$ cat src/sv/differential_manchester_transmitter_defines.svh
// ---------------------------------------------------------------------------
// differential manchester transmitter assertion macros
// concurrent checks, compiled out for synthesis
// ---------------------------------------------------------------------------
`ifndef DIFFERENTIAL_MANCHESTER_TRANSMITTER_DEFINES_SVH
`define DIFFERENTIAL_MANCHESTER_TRANSMITTER_DEFINES_SVH

`ifndef SYNTHESIS

// expression holds at every clock edge out of reset
`define DMT_ASSERT_ALWAYS(lbl, clk, rst_n, expr) \
    lbl: assert property (@(posedge clk) disable iff (!rst_n) (expr)) \
        else $error("dmt assertion failed");

// consequent holds in the cycle after the antecedent
`define DMT_ASSERT_NEXT(lbl, clk, rst_n, ante, cons) \
    lbl: assert property (@(posedge clk) disable iff (!rst_n) (ante) |=> (cons)) \
        else $error("dmt assertion failed");

`else

`define DMT_ASSERT_ALWAYS(lbl, clk, rst_n, expr)
`define DMT_ASSERT_NEXT(lbl, clk, rst_n, ante, cons)

`endif

`endif

$ cat src/sv/dmt_pkg.sv
// ---------------------------------------------------------------------------
// dmt_pkg
// shared types and constants of the differential manchester transmitter
// ---------------------------------------------------------------------------
package dmt_pkg;

    localparam int DataW   = 8;
    localparam int TopBit  = 7;
    localparam int BitIdxW = $clog2(TopBit + 1);

    // item queue between front and back
    localparam int QDepth = 2;
    localparam int QPtrW  = $clog2(QDepth);
    localparam int QCntW  = $clog2(QDepth + 1);

    typedef struct packed {
        logic [DataW-1:0] data_byte;
        logic             first_byte;
        logic             last_byte;
    } item_t;

    // head of the item queue as seen by the back end
    typedef struct packed {
        logic  valid;
        item_t item;
    } head_t;

endpackage

$ cat src/sv/dmt_front.sv
// ---------------------------------------------------------------------------
// dmt_front
// accepts items and holds them in a short queue for the encoder
// ---------------------------------------------------------------------------
`include "differential_manchester_transmitter_defines.svh"

module dmt_front
(
    input  logic                  clk,
    input  logic                  rst_n,
    input  logic                  push,
    output logic                  full,
    input  dmt_pkg::item_t        item_in,
    output dmt_pkg::head_t        head,
    input  logic                  take
);

    dmt_pkg::item_t                  entry_reg [dmt_pkg::QDepth];
    logic [dmt_pkg::QPtrW-1:0]       wr_ptr_reg;
    logic [dmt_pkg::QPtrW-1:0]       wr_ptr_next;
    logic [dmt_pkg::QPtrW-1:0]       rd_ptr_reg;
    logic [dmt_pkg::QPtrW-1:0]       rd_ptr_next;
    logic [dmt_pkg::QCntW-1:0]       count_reg;
    logic [dmt_pkg::QCntW-1:0]       count_next;
    logic                            do_push;
    logic                            do_take;

    assign full    = (count_reg == dmt_pkg::QCntW'(dmt_pkg::QDepth));
    assign do_push = push && !full;
    assign do_take = take && (count_reg != '0);

    assign head.valid = (count_reg != '0);
    assign head.item  = entry_reg[rd_ptr_reg];

    always_comb
    begin
        wr_ptr_next = wr_ptr_reg;
        rd_ptr_next = rd_ptr_reg;
        count_next  = count_reg;
        if (do_push)
        begin
            wr_ptr_next = (wr_ptr_reg == dmt_pkg::QPtrW'(dmt_pkg::QDepth - 1))
                          ? '0 : wr_ptr_reg + 1'b1;
        end
        if (do_take)
        begin
            rd_ptr_next = (rd_ptr_reg == dmt_pkg::QPtrW'(dmt_pkg::QDepth - 1))
                          ? '0 : rd_ptr_reg + 1'b1;
        end
        if (do_push && !do_take)
        begin
            count_next = count_reg + 1'b1;
        end
        else if (do_take && !do_push)
        begin
            count_next = count_reg - 1'b1;
        end
    end

    always_ff @(posedge clk or negedge rst_n)
    begin
        if (!rst_n)
        begin
            wr_ptr_reg <= '0;
            rd_ptr_reg <= '0;
            count_reg  <= '0;
        end
        else
        begin
            wr_ptr_reg <= wr_ptr_next;
            rd_ptr_reg <= rd_ptr_next;
            count_reg  <= count_next;
        end
    end

    always_ff @(posedge clk)
    begin
        if (do_push)
        begin
            entry_reg[wr_ptr_reg] <= item_in;
        end
    end

    `DMT_ASSERT_ALWAYS(a_count_bound, clk, rst_n,
        count_reg <= dmt_pkg::QCntW'(dmt_pkg::QDepth))
    `DMT_ASSERT_NEXT(a_take_drops, clk, rst_n, do_take && !do_push,
        count_reg == $past(count_reg) - 1'b1)
    `DMT_ASSERT_NEXT(a_push_adds, clk, rst_n, do_push && !do_take,
        count_reg == $past(count_reg) + 1'b1)

endmodule

$ cat src/sv/dmt_back.sv
// ---------------------------------------------------------------------------
// dmt_back
// slot sequencer: preamble, sixteen data half-bits, trailer; unless the result stalls, one per cycle
// ---------------------------------------------------------------------------
`include "differential_manchester_transmitter_defines.svh"

module dmt_back
(
    input  logic                  clk,
    input  logic                  rst_n,
    input  dmt_pkg::head_t        head,
    output logic                  take,
    output logic                  empty,
    input  logic                  pop,
    output logic                  line_level,
    output logic                  run_end
);

    typedef enum logic [2:0]
    {
        ST_IDLE,
        ST_PRE0,
        ST_PRE1,
        ST_DATA,
        ST_TRAIL
    } state_t;

    state_t                         state_reg;
    state_t                         state_next;
    logic [dmt_pkg::DataW-1:0]      data_reg;
    logic [dmt_pkg::DataW-1:0]      data_next;
    logic                           last_reg;
    logic                           last_next;
    logic [dmt_pkg::BitIdxW-1:0]    idx_reg;
    logic [dmt_pkg::BitIdxW-1:0]    idx_next;
    logic                           half_reg;
    logic                           half_next;
    logic                           level_reg;
    logic                           level_next;
    logic                           out_valid_reg;
    logic                           out_valid_next;
    logic                           line_level_reg;
    logic                           line_level_next;
    logic                           run_end_reg;
    logic                           run_end_next;

    logic                           advance;
    logic                           emit;
    logic                           slot_last;
    logic                           slot_level;
    logic                           first_half;

    assign advance = !out_valid_reg || pop;
    assign emit    = advance && (state_reg != ST_IDLE);

    // a one keeps the level at the boundary, a zero flips it
    assign first_half = level_reg ^ ~data_reg[idx_reg];

    always_comb
    begin
        slot_last  = 1'b0;
        slot_level = 1'b0;
        unique case (state_reg)
            ST_IDLE:
            begin
                slot_level = 1'b0;
            end
            ST_PRE0:
            begin
                slot_level = 1'b0;
            end
            ST_PRE1:
            begin
                slot_level = 1'b1;
            end
            ST_DATA:
            begin
                slot_level = half_reg ? ~level_reg : first_half;
                slot_last  = half_reg && (idx_reg == '0) && !last_reg;
            end
            ST_TRAIL:
            begin
                slot_level = 1'b0;
                slot_last  = 1'b1;
            end
            default:
            begin
                slot_level = 1'b0;
            end
        endcase
    end

    // next item starts as soon as the current one hands out its last slot
    assign take = advance && ((state_reg == ST_IDLE) || slot_last) && head.valid;

    always_comb
    begin
        state_next      = state_reg;
        data_next       = data_reg;
        last_next       = last_reg;
        idx_next        = idx_reg;
        half_next       = half_reg;
        level_next      = level_reg;
        out_valid_next  = out_valid_reg;
        line_level_next = line_level_reg;
        run_end_next    = run_end_reg;

        if (pop)
        begin
            out_valid_next = 1'b0;
        end

        if (emit)
        begin
            out_valid_next  = 1'b1;
            line_level_next = slot_level;
            run_end_next    = slot_last;
            unique case (state_reg)
                ST_PRE0:
                begin
                    state_next = ST_PRE1;
                end
                ST_PRE1:
                begin
                    state_next = ST_DATA;
                    level_next = 1'b1;
                end
                ST_DATA:
                begin
                    if (half_reg)
                    begin
                        level_next = ~level_reg;
                        half_next  = 1'b0;
                        if (idx_reg == '0)
                        begin
                            state_next = last_reg ? ST_TRAIL : ST_IDLE;
                        end
                        else
                        begin
                            idx_next = idx_reg - 1'b1;
                        end
                    end
                    else
                    begin
                        level_next = first_half;
                        half_next  = 1'b1;
                    end
                end
                ST_TRAIL:
                begin
                    state_next = ST_IDLE;
                end
                default:
                begin
                    state_next = ST_IDLE;
                end
            endcase
        end

        if (take)
        begin
            data_next  = head.item.data_byte;
            last_next  = head.item.last_byte;
            idx_next   = dmt_pkg::BitIdxW'(dmt_pkg::TopBit);
            half_next  = 1'b0;
            state_next = head.item.first_byte ? ST_PRE0 : ST_DATA;
        end
    end

    always_ff @(posedge clk or negedge rst_n)
    begin
        if (!rst_n)
        begin
            state_reg      <= ST_IDLE;
            data_reg       <= '0;
            last_reg       <= 1'b0;
            idx_reg        <= '0;
            half_reg       <= 1'b0;
            level_reg      <= 1'b1;
            out_valid_reg  <= 1'b0;
            line_level_reg <= 1'b0;
            run_end_reg    <= 1'b0;
        end
        else
        begin
            state_reg      <= state_next;
            data_reg       <= data_next;
            last_reg       <= last_next;
            idx_reg        <= idx_next;
            half_reg       <= half_next;
            level_reg      <= level_next;
            out_valid_reg  <= out_valid_next;
            line_level_reg <= line_level_next;
            run_end_reg    <= run_end_next;
        end
    end

    assign empty      = !out_valid_reg;
    assign line_level = line_level_reg;
    assign run_end    = run_end_reg;

    `DMT_ASSERT_NEXT(a_mid_bit_flip, clk, rst_n,
        emit && (state_reg == ST_DATA) && half_reg,
        line_level_reg == !$past(line_level_reg))
    `DMT_ASSERT_NEXT(a_trailer_low, clk, rst_n, emit && (state_reg == ST_TRAIL),
        !line_level_reg && run_end_reg)
    `DMT_ASSERT_NEXT(a_preamble_high, clk, rst_n, emit && (state_reg == ST_PRE1),
        level_reg && line_level_reg)
    `DMT_ASSERT_NEXT(a_take_starts, clk, rst_n, take,
        (state_reg == ST_PRE0) || (state_reg == ST_DATA))

endmodule

$ cat src/sv/differential_manchester_transmitter.sv
// ---------------------------------------------------------------------------
// differential_manchester_transmitter
// message bytes in, one differential manchester line level per half-bit out
// ---------------------------------------------------------------------------
//  channel   handshake        payload
//  input     push / full      data_byte[7:0], first_byte, last_byte
//  result    pop / empty      line_level, run_end
//
//  one slot per cycle from the back-end sequencer unless the result stalls: 16 slots
//  per byte, plus 2 for a preamble and 1 for a trailer (16 to 19)
//  a two-entry item queue lets bytes arrive while the previous byte is sent
//  reset: queue empty, no result waiting, end level high
//  a stalled result holds the sequencer; input stalls only when the queue fills
// ---------------------------------------------------------------------------
module differential_manchester_transmitter
(
    input  logic                          clk,
    input  logic                          rst_n,
    input  logic                          push,
    output logic                          full,
    input  logic [dmt_pkg::DataW-1:0]     data_byte,
    input  logic                          first_byte,
    input  logic                          last_byte,
    output logic                          empty,
    input  logic                          pop,
    output logic                          line_level,
    output logic                          run_end
);

    dmt_pkg::item_t  item_in;
    dmt_pkg::head_t  head;
    logic            take;

    assign item_in.data_byte  = data_byte;
    assign item_in.first_byte = first_byte;
    assign item_in.last_byte  = last_byte;

    dmt_front u_front
    (
        .clk     (clk),
        .rst_n   (rst_n),
        .push    (push),
        .full    (full),
        .item_in (item_in),
        .head    (head),
        .take    (take)
    );

    dmt_back u_back
    (
        .clk        (clk),
        .rst_n      (rst_n),
        .head       (head),
        .take       (take),
        .empty      (empty),
        .pop        (pop),
        .line_level (line_level),
        .run_end    (run_end)
    );

endmodule

$ cat config.mk
export PLATFORM = sky130hd
export DESIGN_NAME = differential_manchester_transmitter
export DESIGN_NICKNAME = d
export VERILOG_FILES = /design/src/sv/dmt_pkg.sv /design/src/sv/dmt_front.sv /design/src/sv/dmt_back.sv /design/src/sv/differential_manchester_transmitter.sv
export VERILOG_INCLUDE_DIRS = /design/src /design/src/sv
export SDC_FILE = /design/constraint.sdc
export NUM_CORES = 1
export LEC_CHECK = 0
export ABC_AREA = 1
export BUFFER_PORTS_ARGS = -buffer_cell sky130_fd_sc_hd__clkbuf_2
export CAP_MARGIN = 20
export CORE_ASPECT_RATIO = 0.5
export CORE_MARGIN = 2
export CORE_UTILIZATION = 45
export CTS_BUF_LIST = sky130_fd_sc_hd__clkbuf_4
export CTS_CLUSTER_DIAMETER = 50
export DETAILED_ROUTE_END_ITERATION = 16
export GPL_TIMING_DRIVEN = 0
export PLACE_DENSITY = 0.6
export SYNTH_ARGS = -nofsm -noshare
export SYNTH_HDL_FRONTEND = slang
export SYNTH_SLANG_ARGS = --single-unit
export TNS_END_PERCENT = 50
$ cat constraint.sdc
create_clock -name clk -period 5.4 [get_ports clk]
set_input_delay 1.08 -clock clk [delete_from_list [all_inputs] [get_ports clk]]
set_output_delay 1.08 -clock clk [all_outputs]
set_load 0.05 [all_outputs]
==> results.sh, run 1 <==
export IMPL_status="finished, final reports clean"
export IMPL_utilization_pct=53.3
export IMPL_drcViolationCount=0
export IMPL_fin_ws_ns=3.14
export IMPL_numCtsBuffers=5
export IMPL_pre_cts_ws_ns=2.87
export IMPL_antennaDiodeCount=0
export IMPL_dr_pass1_iters=4
export IMPL_regToRegEndpoint="u_front.count_reg[1]"
export IMPL_postSynthAreaPerCell_um2=10.3
export IMPL_cts_root_buf="clkbuf_4"
export IMPL_gp_congestion=0.895
export IMPL_endpoint="full"
export IMPL_required_ns=4.32
export IMPL_yosysTopAreaCell="edfxtp_1"
export IMPL_grt_max_degree=25
export IMPL_grtUsageTotal_pct=15.4
export IMPL_reg2reg_slack_ns=3.15
export IMPL_reg2reg_from="u_back.idx_reg[0]"
export IMPL_grt_pass1_vias=1251
export IMPL_power_total_mw=1.20
export IMPL_fmax_ghz=0.443
export IMPL_die_w_um=96.5
export IMPL_nFillCells=364
export IMPL_synth_cells=187
export IMPL_yosys_top_cells_count="nand2_1 (45), dfrtp_1 (23), nor2_1 (23)"
export IMPL_slew_headroom_pct=38.5
export IMPL_cts_hold_buf=0
export IMPL_clkTransAtPathRegs_ns=0.13
export IMPL_skew_ns=0.00526
export IMPL_initial_core_util_pct=48.1
export IMPL_rsz0062_at_grt="no"
export IMPL_start_kind="flip-flop"
export IMPL_tritoncts="built"
export IMPL_syn_area_mm2=0.00192
export IMPL_wl_um=3080
export IMPL_setup_viol=0
export IMPL_synth_fp_nets=204
export IMPL_coreArea_mm2=0.00400
export IMPL_maxCapViolations=0
export IMPL_yosys_area_top_type_share_pct=31.2
export IMPL_grt_ovfl_total=0
export IMPL_syn_to_final_growth_pct=10.9
export IMPL_seq_area_frac_synth_pct=62.5
export IMPL_tns_ns=0
export IMPL_final_cell_area_mm2=0.00213
export IMPL_postCtsResizedCells=0
export IMPL_drive_gt1_share_pct=17.9
export IMPL_grt_pass1_wl_um=5560
export IMPL_routedWlPerCell_um=11.6
export IMPL_routed_via_density=4.77
export IMPL_ys_flop_type="dfrtp_1"
export IMPL_synth_edf_count=20
export IMPL_h_tree_depth=2
export IMPL_largest_register_ffs=20
export IMPL_powerDensity_mw_per_mm2=560
export IMPL_min_period_ns=2.26
export IMPL_synth_seq_cells=44
export IMPL_slew_violations=0
export IMPL_worst_pin_slew_ns=0.919
export IMPL_antenna_left=0
export IMPL_r2r_cells=11
export IMPL_synth_cell_types=31
export IMPL_drt_iter0_markers=37
export IMPL_clk_latency_ns=0.35
export IMPL_ys_top_cells_by_area="edfxtp_1 (31%), dfrtp_1 (30%), nand2_1 (8.8%)"
export IMPL_ys_async_sr_fraction_pct=54.5
export IMPL_post_cts_buffers=0
export IMPL_hold_class="flip-flop to flip-flop"
export IMPL_dieArea_mm2=0.00485
export IMPL_hp_start="u_back.line_level"
export IMPL_yosysMostFrequentCell="nand2_1"
export IMPL_critical_path_max_fanout=4
export IMPL_arrival_ns=1.18
export IMPL_clock_sinks=44
export IMPL_yosysWarnings=0
export IMPL_floorplan_rows=16
export IMPL_period_share_pct=41.8
export IMPL_startpoint="u_front.count_reg[0]"
export IMPL_finalNetCount=228
export IMPL_critPathCaptureType="output pin"
export IMPL_placed_cell_area_mm2=0.00208
export IMPL_via_count=1269
export IMPL_grt_antenna_before_repair=0
export IMPL_finalHoldViolCount=0
export IMPL_place_port_buffers=17
export IMPL_clk_path_buf_depth=2
export IMPL_ir_worst_vdd_mv=0.180
export IMPL_die_y_um=50.2
export IMPL_p_leak_nw=0.978
export IMPL_dp_hpwl_um=2300
export IMPL_io_pin_count=18
export IMPL_worst_setup_path_type="flip-flop to output pin"
worst min-delay path by stage:
| stage | to | slack, ns | depth (start not counted) |
|---|---|---|---|
| final | u_back.line_level | 0.50 | 2 |
| after global routing | u_back.level_reg | 0.53 | 2 |
| after CTS | u_back.line_level | 0.51 | 2 |
| after detailed placement | u_back.line_level | 0.47 | 2 |
| after global placement | u_back.line_level | 0.47 | 2 |
| after floorplan | u_back.last_reg | 0.46 | 2 |
power breakdown:
group	total [mW]	leakage (nW)	switching, mW	internal (mW)
clock network	0.155	0.0249	0.106	0.0491
registers	0.542	0.458	0.0616	0.480
logic	0.499	0.495	0.326	0.172
layout make-up:
| class | instances | area, um2 | area share, % |
|---|---|---|---|
| multi-input combinational | 117 | 601 | 28.2 |
| tap | 54 | 67.6 | 3.17 |
| clock buffer | 5 | 37.5 | 1.76 |
| inverter | 23 | 93.8 | 4.40 |
| clock inverter | 3 | 18.8 | 0.880 |
| sequential | 44 | 1200 | 56.4 |
| timing repair buffer | 17 | 85.1 | 3.99 |
| buffer | 3 | 27.5 | 1.29 |
cells by family after synthesis:
kind of cell / share of synthesized area (%)
and+or+nand+nor: 20.7
buffers and inverters: 6.31
DFF: 62.5
AOI/OAI and AO/OA: 7.22
adders and majority gates: 1.95
xor gates and xnor gates: 1.37
stage by stage:
| step | cells | hold WS [ns] |
|---|---|---|
| 6_report | 266 | 0.495 |
| 5_1_grt | 266 | 0.533 |
| 4_1_cts | 266 | 0.505 |
| 3_5_place_dp | 258 | 0.471 |
| 3_3_place_gp | 258 | 0.468 |
| 2_1_floorplan | 187 | 0.462 |
layout by cell type (no fill, tap or decap), types with 3 or more instances in the layout:
master	instances
clkbuf_4	5
clkbuf_2	17
o21ai_0	5
dfrtp_1	23
edfxtp_1	20
a31oi_1	9
nor2_1	23
nand3_1	11
ha_1	3
inv_1	21
nand2_1	45
critical path, cell delays in order, from the launching register on:
cell      delay (ns)
dfrtp_1         0.43
nor2_1          0.12
clkbuf_2        0.28
routing by layer:
| metal | up-vias | share of wire (%) | global-route usage [%] |
|---|---|---|---|
| met2 | 21 | 41 | 23.4 |
| met4 | 0 | 1.1 | 4.93 |
| met3 | 4 | 4.2 | 4.95 |
| li1 | 669 | - | - |
| met1 | 575 | 53 | 21.2 |
| met5 | - | 0 | 0 |
Note: power is estimated with default switching activity, not from simulation.
==> run 2, diff against run 1 <==
- PLACE_DENSITY: 0.6 -> 0.63
- clock period: 5.4 -> 1.8 ns (I/O delays scaled with it)
==> run 2 against run 1 <==
Cell count grew 4.1%. Register-to-register slack got worse by 3.1 ns. Hold slack got worse by 0.31 ns. Design area grew 8.8%. Flip-flop and latch count stayed put. Routed wire length increased by 16%. Global-route usage grew 1.5 points. Combinational power rose to 3.6 times the previous value. Clock skew is 0.0023 ns higher. Worst setup slack got worse by 3.1 ns. Sequential share of layout area fell by 4.5 points. Critical endpoint is now u_front.count_reg[1].
==> results.sh, run 2 (synthesis results as in run 1) <==
export IMPL_grt_max_degree=25
export IMPL_cp_num_buf_inv=1
export IMPL_hold_class="input port to flip-flop"
export IMPL_routed_top_layer="met4"
export IMPL_antenna_left=0
export IMPL_arrival_ns=2.02
export IMPL_cpPeakStageDelay_ns=0.42
export IMPL_grt_antenna_before_repair=0
export IMPL_fmax_ghz=0.565
export IMPL_wl_met1_um=1700
export IMPL_layout_cells_most_common="nand2_1"
export IMPL_required_ns=2.05
export IMPL_dp_hpwl_um=2400
export IMPL_routedWlPerCell_um=12.9
export IMPL_startpoint="u_back.idx_reg[1]"
export IMPL_finalNetCount=239
export IMPL_tritoncts="built"
export IMPL_pre_cts_ws_ns=-0.172
export IMPL_skew_ns=0.00755
export IMPL_endpoint="u_front.count_reg[1]"
export IMPL_floorplan_rows=16
export IMPL_cp_top_family="simple AND/OR/NAND/NOR gates"
export IMPL_wl_um=3570
export IMPL_grt_pass1_wl_um=5910
export IMPL_die_y_um=50.2
export IMPL_dr_pass1_iters=4
export IMPL_slew_headroom_pct=58.9
export IMPL_final_cell_mix="nand2_1 (44), dfrtp_1 (22), nor2_1 (20), edfxtp_1 (20), inv_1 (18)"
export IMPL_drt_iter0_markers=70
export IMPL_setup_viol=0
export IMPL_slowest_stage="dfrtp_1"
export IMPL_met2_length_um=1630
export IMPL_reg2reg_from="u_back.idx_reg[1]"
export IMPL_critical_path_max_fanout=4
export IMPL_start_kind="flip-flop"
export IMPL_status="finished, final reports clean"
export IMPL_critPathCaptureType="flip-flop"
export IMPL_worst_setup_path_type="flip-flop to flip-flop"
export IMPL_rsz0062_at_grt="yes"
export IMPL_p_leak_nw=1.07
export IMPL_drive_gt1_share_pct=26.5
export IMPL_grtUsageTotal_pct=16.9
export IMPL_power_total_mw=4.06
export IMPL_numCtsBuffers=5
export IMPL_r2r_cells=11
export IMPL_crit_cells=11
export IMPL_die_w_um=96.5
export IMPL_clkTransAtPathRegs_ns=0.14
export IMPL_syn_to_final_growth_pct=20.6
export IMPL_grt_pass1_vias=1281
export IMPL_place_port_buffers=17
export IMPL_dieArea_mm2=0.00485
export IMPL_wl_met3_um=200
export IMPL_nFillCells=372
export IMPL_worst_pin_slew_ns=0.616
export IMPL_largest_register_ffs=20
export IMPL_drcViolationCount=0
export IMPL_h_tree_depth=2
export IMPL_powerDensity_mw_per_mm2=1750
export IMPL_grt_ovfl_total=0
export IMPL_hp_start="last_byte"
export IMPL_routed_via_density=4.88
export IMPL_gp_congestion=0.848
export IMPL_period_share_pct=98.3
export IMPL_path_cells="inv_2, ha_4, nand2_4, nor2_4, nand3b_4, nand2_4, nand2_8, ha_4, a21oi_2, o21ai_1, xor2_1"
export IMPL_reg2reg_slack_ns=0.03
export IMPL_ir_worst_vdd_mv=0.665
export IMPL_coreArea_mm2=0.00400
export IMPL_finalHoldViolCount=0
export IMPL_antennaDiodeCount=0
export IMPL_min_period_ns=1.77
export IMPL_fin_ws_ns=0.0302
export IMPL_cts_root_buf="clkbuf_4"
export IMPL_clock_sinks=44
export IMPL_maxCapViolations=0
export IMPL_clk_path_buf_depth=2
export IMPL_regToRegEndpoint="u_front.count_reg[1]"
export IMPL_via_count=1351
export IMPL_io_pin_count=18
export IMPL_initial_core_util_pct=48.1
export IMPL_slew_violations=0
export IMPL_clk_latency_ns=0.36
## run 2: changes by cell type in the layout (fill, tap and decap cells not counted), moves of 2 or more
| cell | change |
|---|---|
| inv_1 | -3 |
| ha_1 | -2 |
| ha_4 | +2 |
| nor2_2 | +2 |
| buf_4 | +10 |
| nor2_1 | -3 |
## run 2: area by class of cell
| cell class | count | area, um2 | area share [%] |
|---|---|---|---|
| Timing Repair Buffer | 28 | 170 | 7.33 |
| Multi-Input combinational cell | 117 | 672 | 28.9 |
| Clock inverter | 3 | 42.5 | 1.83 |
| Tap cell | 54 | 67.6 | 2.91 |
| Buffer | 3 | 27.5 | 1.19 |
| Sequential cell | 44 | 1200 | 51.9 |
| Inverter | 23 | 100 | 4.31 |
| Clock buffer | 5 | 37.5 | 1.62 |
## run 2: timing repair
| action | in CTS | in global routing |
|---|---|---|
| pin swaps | 1 | 4 |
| buffers inserted | 3 | 7 |
| setup endpoints to repair | 12 | 1 |
| endpoints found under the hold margin | 14 | 0 |
| hold buffers | 1 | 0 |
| resized for setup | 7 | 2 |
## run 2: routing by layer
metal  global-route usage (%)  vias up
met1                     23.3      621
met4                     5.63        0
li1                         -      695
met2                     25.7       30
met5                        0        -
met3                     4.95        5
## run 2: stage by stage
stage	instance area, um2	utilization, %	std cells	hold WS [ns]	TNS [ns]
6_report	2320	58.0	277	0.183	0
2_1_floorplan	1970	-	187	0.0644	0
3_3_place_gp	2120	53.1	258	0.402	-0.134
5_1_grt	2320	58.0	277	0.146	-0.0436
3_5_place_dp	2120	53.1	258	0.404	-0.290
4_1_cts	2260	56.4	270	0.169	-0.0158
## run 2: how the worst min path moves through the flow
stage               slack [ns]  cells past startpoint                      end
floorplan                 0.06                      0       u_back.data_reg[0]
global placement          0.40                      1        u_back.line_level
detailed placement        0.40                      1     u_back.out_valid_reg
CTS                       0.17                      2     u_back.out_valid_reg
global route              0.15                      1  u_front.entry_reg[0][3]
finish                    0.18                      1  u_front.entry_reg[0][0]
## run 2: power breakdown
| part | switching, mW | total (mW) | internal, mW |
|---|---|---|---|
| clock network | 0.332 | 0.623 | 0.291 |
| logic | 1.13 | 1.80 | 0.663 |
| registers | 0.199 | 1.64 | 1.44 |
| total | 1.67 | 4.06 | 2.39 |
==> run 3, diff against run 2 <==
- ABC_AREA: 1 -> unset
- ABC_CLOCK_PERIOD_IN_PS: unset -> 1800
- MAX_ROUTING_LAYER: unset -> met4
==> run 3 against run 2 <==
The flow now finishes with violations (setup timing). Worst setup slack worse by 0.35 ns. Clock power is 3% higher. Die area up 0.67%. Hold slack got worse by 0.011 ns. Critical path type unchanged.
==> results.sh, run 3 <==
export IMPL_worstHoldEndpoint="u_front.entry_reg[1][5]"
export IMPL_setup_viol=17
export IMPL_numCtsBuffers=5
export IMPL_grt_antenna_before_repair=0
export IMPL_hold_depth=1
export IMPL_pwr_share_comb_pct=42.8
export IMPL_drcViolationCount=0
export IMPL_via_count=1273
export IMPL_gp_congestion=0.774
export IMPL_ys_flop_type="dfrtp_1"
export IMPL_ys_top_cells_by_area="edfxtp_1 (31%), dfrtp_1 (30%), mux2i_1 (6.7%)"
export IMPL_period_share_pct=118
export IMPL_slew_headroom_pct=50.2
export IMPL_pwr_share_clk_pct=16.0
export IMPL_tritoncts="built"
export IMPL_skew_ns=0.00939
export IMPL_worst_pin_slew_ns=0.748
export IMPL_min_period_ns=2.12
export IMPL_yosys_top_cells_count="dfrtp_1 (23), edfxtp_1 (20), nand2_1 (18)"
export IMPL_final_cell_mix="dfrtp_1 (22), edfxtp_1 (20), buf_4 (19), nand2_1 (17), clkbuf_2 (17)"
export IMPL_critPathCaptureType="flip-flop"
export IMPL_pre_cts_ws_ns=-0.567
export IMPL_r2r_cells=10
export IMPL_arrival_ns=2.36
export IMPL_reg2reg_slack_ns=-0.32
export IMPL_yosysMostFrequentCell="dfrtp_1"
export IMPL_final_cell_area_mm2=0.00245
export IMPL_fin_ws_ns=-0.322
export IMPL_grt_pass1_vias=1191
export IMPL_critical_path_max_fanout=5
export IMPL_dieArea_mm2=0.00488
export IMPL_tns_ns=-3.74
export IMPL_die_w_um=96.8
export IMPL_reg2reg_from="u_back.idx_reg[0]"
export IMPL_floorplan_rows=16
export IMPL_power_switching_mw=1.45
export IMPL_syn_area_mm2=0.00194
export IMPL_grt_ovfl_total=0
export IMPL_grtUsageTotal_pct=15.9
export IMPL_ir_worst_vdd_mv=0.664
export IMPL_place_inst=226
export IMPL_status="finished, violations left"
export IMPL_clk_path_buf_depth=2
export IMPL_routed_via_density=4.95
export IMPL_maxCapViolations=0
export IMPL_largest_register_ffs=20
export IMPL_hp_start="data_byte[3]"
export IMPL_antennaDiodeCount=0
export IMPL_syn_to_final_growth_pct=26.7
export IMPL_drive_gt1_share_pct=36.0
export IMPL_yosysWarnings=0
export IMPL_worst_setup_path_type="flip-flop to flip-flop"
export IMPL_synth_fp_nets=172
export IMPL_clock_sinks=44
export IMPL_seq_area_frac_synth_pct=62.0
export IMPL_synth_cells=155
export IMPL_synth_cell_types=36
export IMPL_yosysTopAreaCell="edfxtp_1"
export IMPL_synth_adder_area_share_pct=1.94
export IMPL_violations="setup timing"
export IMPL_h_tree_depth=2
export IMPL_utilization_pct=61.0
export IMPL_finalNetCount=219
export IMPL_coreArea_mm2=0.00402
export IMPL_synth_compound_area_share_pct=8.78
export IMPL_p_leak_nw=1.09
export IMPL_yosys_area_top_type_share_pct=31.0
export IMPL_placed_cell_area_mm2=0.00211
export IMPL_initial_core_util_pct=48.2
export IMPL_ys_async_sr_fraction_pct=54.5
export IMPL_internal_power_mw=2.55
export IMPL_grt_pass1_wl_um=5740
export IMPL_synth_edf_count=20
export IMPL_regToRegEndpoint="u_front.rd_ptr_reg"
export IMPL_postSynthAreaPerCell_um2=12.5
export IMPL_drt_iter0_markers=75
export IMPL_start_kind="flip-flop"
export IMPL_synth_seq_cells=44
export IMPL_synthXorXnorAreaFrac_pct=4.00
export IMPL_synth_top_family_by_area="simple AND/OR/NAND/NOR gates"
export IMPL_seqPwrFrac_pct=41.2
export IMPL_hold_class="input port to flip-flop"
export IMPL_holdWs_ns=0.173
export IMPL_cts_root_buf="clkbuf_4"
export IMPL_place_port_buffers=17
export IMPL_wl_um=3620
export IMPL_antenna_left=0
export IMPL_dr_pass1_iters=4
export IMPL_io_pin_count=18
export IMPL_grt_max_degree=25
export IMPL_clkTransAtPathRegs_ns=0.14
export IMPL_nFillCells=321
export IMPL_fmax_ghz=0.471
export IMPL_stdcell_count=257
export IMPL_rsz0062_at_grt="yes"
export IMPL_switching_share_pct=36.3
export IMPL_clk_latency_ns=0.36
export IMPL_routedWlPerCell_um=14.1
export IMPL_dp_hpwl_um=2150
export IMPL_die_y_um=50.4
export IMPL_powerDensity_mw_per_mm2=1630
export IMPL_power_total_mw=4.00
export IMPL_layout_cells_most_common="dfrtp_1"
export IMPL_slew_violations=0
export IMPL_finalHoldViolCount=0
export IMPL_synth_mux_area_fraction_pct=7.88
export IMPL_synth_simple_area_share_pct=10.7
export IMPL_required_ns=2.03
run 3: cell count changes after synthesis, moves of 3 or more:
| cell | change |
|---|---|
| nor2_1 | -18 |
| xnor2_1 | +4 |
| inv_1 | -11 |
| buf_6 | +4 |
| o21ai_2 | +3 |
| a31oi_1 | -8 |
| o21ai_1 | +6 |
| mux2i_1 | +13 |
| nand3_1 | -9 |
| nand2b_1 | +4 |
| nor3_1 | +4 |
| and3_1 | +3 |
| nand2_1 | -27 |
run 3: cell type report:
class	count	area (um2)	share of cell area [%]
timing repair buffer	41	299	12.2
buffer	5	48.8	1.99
sequential	44	1200	49.0
clock buffer	5	37.5	1.53
multi-input combinational	95	714	29.1
inverter	10	37.5	1.53
clock inverter	3	46.3	1.89
tap	54	67.6	2.75
run 3: repair_timing:
item,in CTS,in global routing
endpoints found under the hold margin,23,0
setup endpoints to repair,19,28
gates cloned,1,0
pin swaps,6,11
resized for setup,6,12
setup buffers,14,8
hold buffers,1,0
run 3: worst max path at each step:
stage / startpoint / end / slack [ns] / cells past startpoint
floorplan: u_back.idx_reg[1] / u_front.count_reg[1] / -0.38 / 11
global placement: u_back.idx_reg[1] / u_front.count_reg[1] / -0.55 / 11
detailed placement: u_back.idx_reg[1] / u_front.count_reg[1] / -0.57 / 11
CTS: u_back.idx_reg[0] / u_front.count_reg[1] / -0.41 / 11
global route: u_back.idx_reg[1] / u_front.count_reg[1] / -0.41 / 10
finish: u_back.idx_reg[0] / u_front.rd_ptr_reg / -0.32 / 10
run 3: cells by family after synthesis:
| family | count (synthesis) |
|---|---|
| simple gates | 43 |
| flops | 44 |
| mux | 15 |
| compound gates | 26 |
| fa+ha+maj | 3 |
| buf+inv | 16 |
| xor+xnor | 8 |
run 3: power by group through the flow:
stage / logic [mW] / clock network (mW) / registers [mW]
2_1_floorplan: 0.967 / 0 / 1.68
3_3_place_gp: 1.24 / 0 / 1.66
3_5_place_dp: 1.26 / 0 / 1.68
4_1_cts: 1.54 / 0.652 / 1.63
5_1_grt: 1.87 / 0.704 / 1.69
6_report: 1.71 / 0.642 / 1.65
run 3: critical path, cell delays in order, from the launching register on:
cell     delay, ns
dfrtp_1       0.43
inv_2         0.09
ha_4          0.12
and4b_1       0.26
a31oi_2       0.12
or3_4         0.36
buf_4         0.14
buf_6         0.10
buf_6         0.12
buf_8         0.13
xnor2_2       0.12
run 3: per-layer routing:
metal / GRT usage (%) / vias up / part of all wire (%)
li1: - / 642 / -
met1: 21.9 / 609 / 51
met2: 22.7 / 17 / 44
met3: 4.74 / 5 / 3.4
met4: 5.63 / 0 / 0.97
met5: - / - / 0
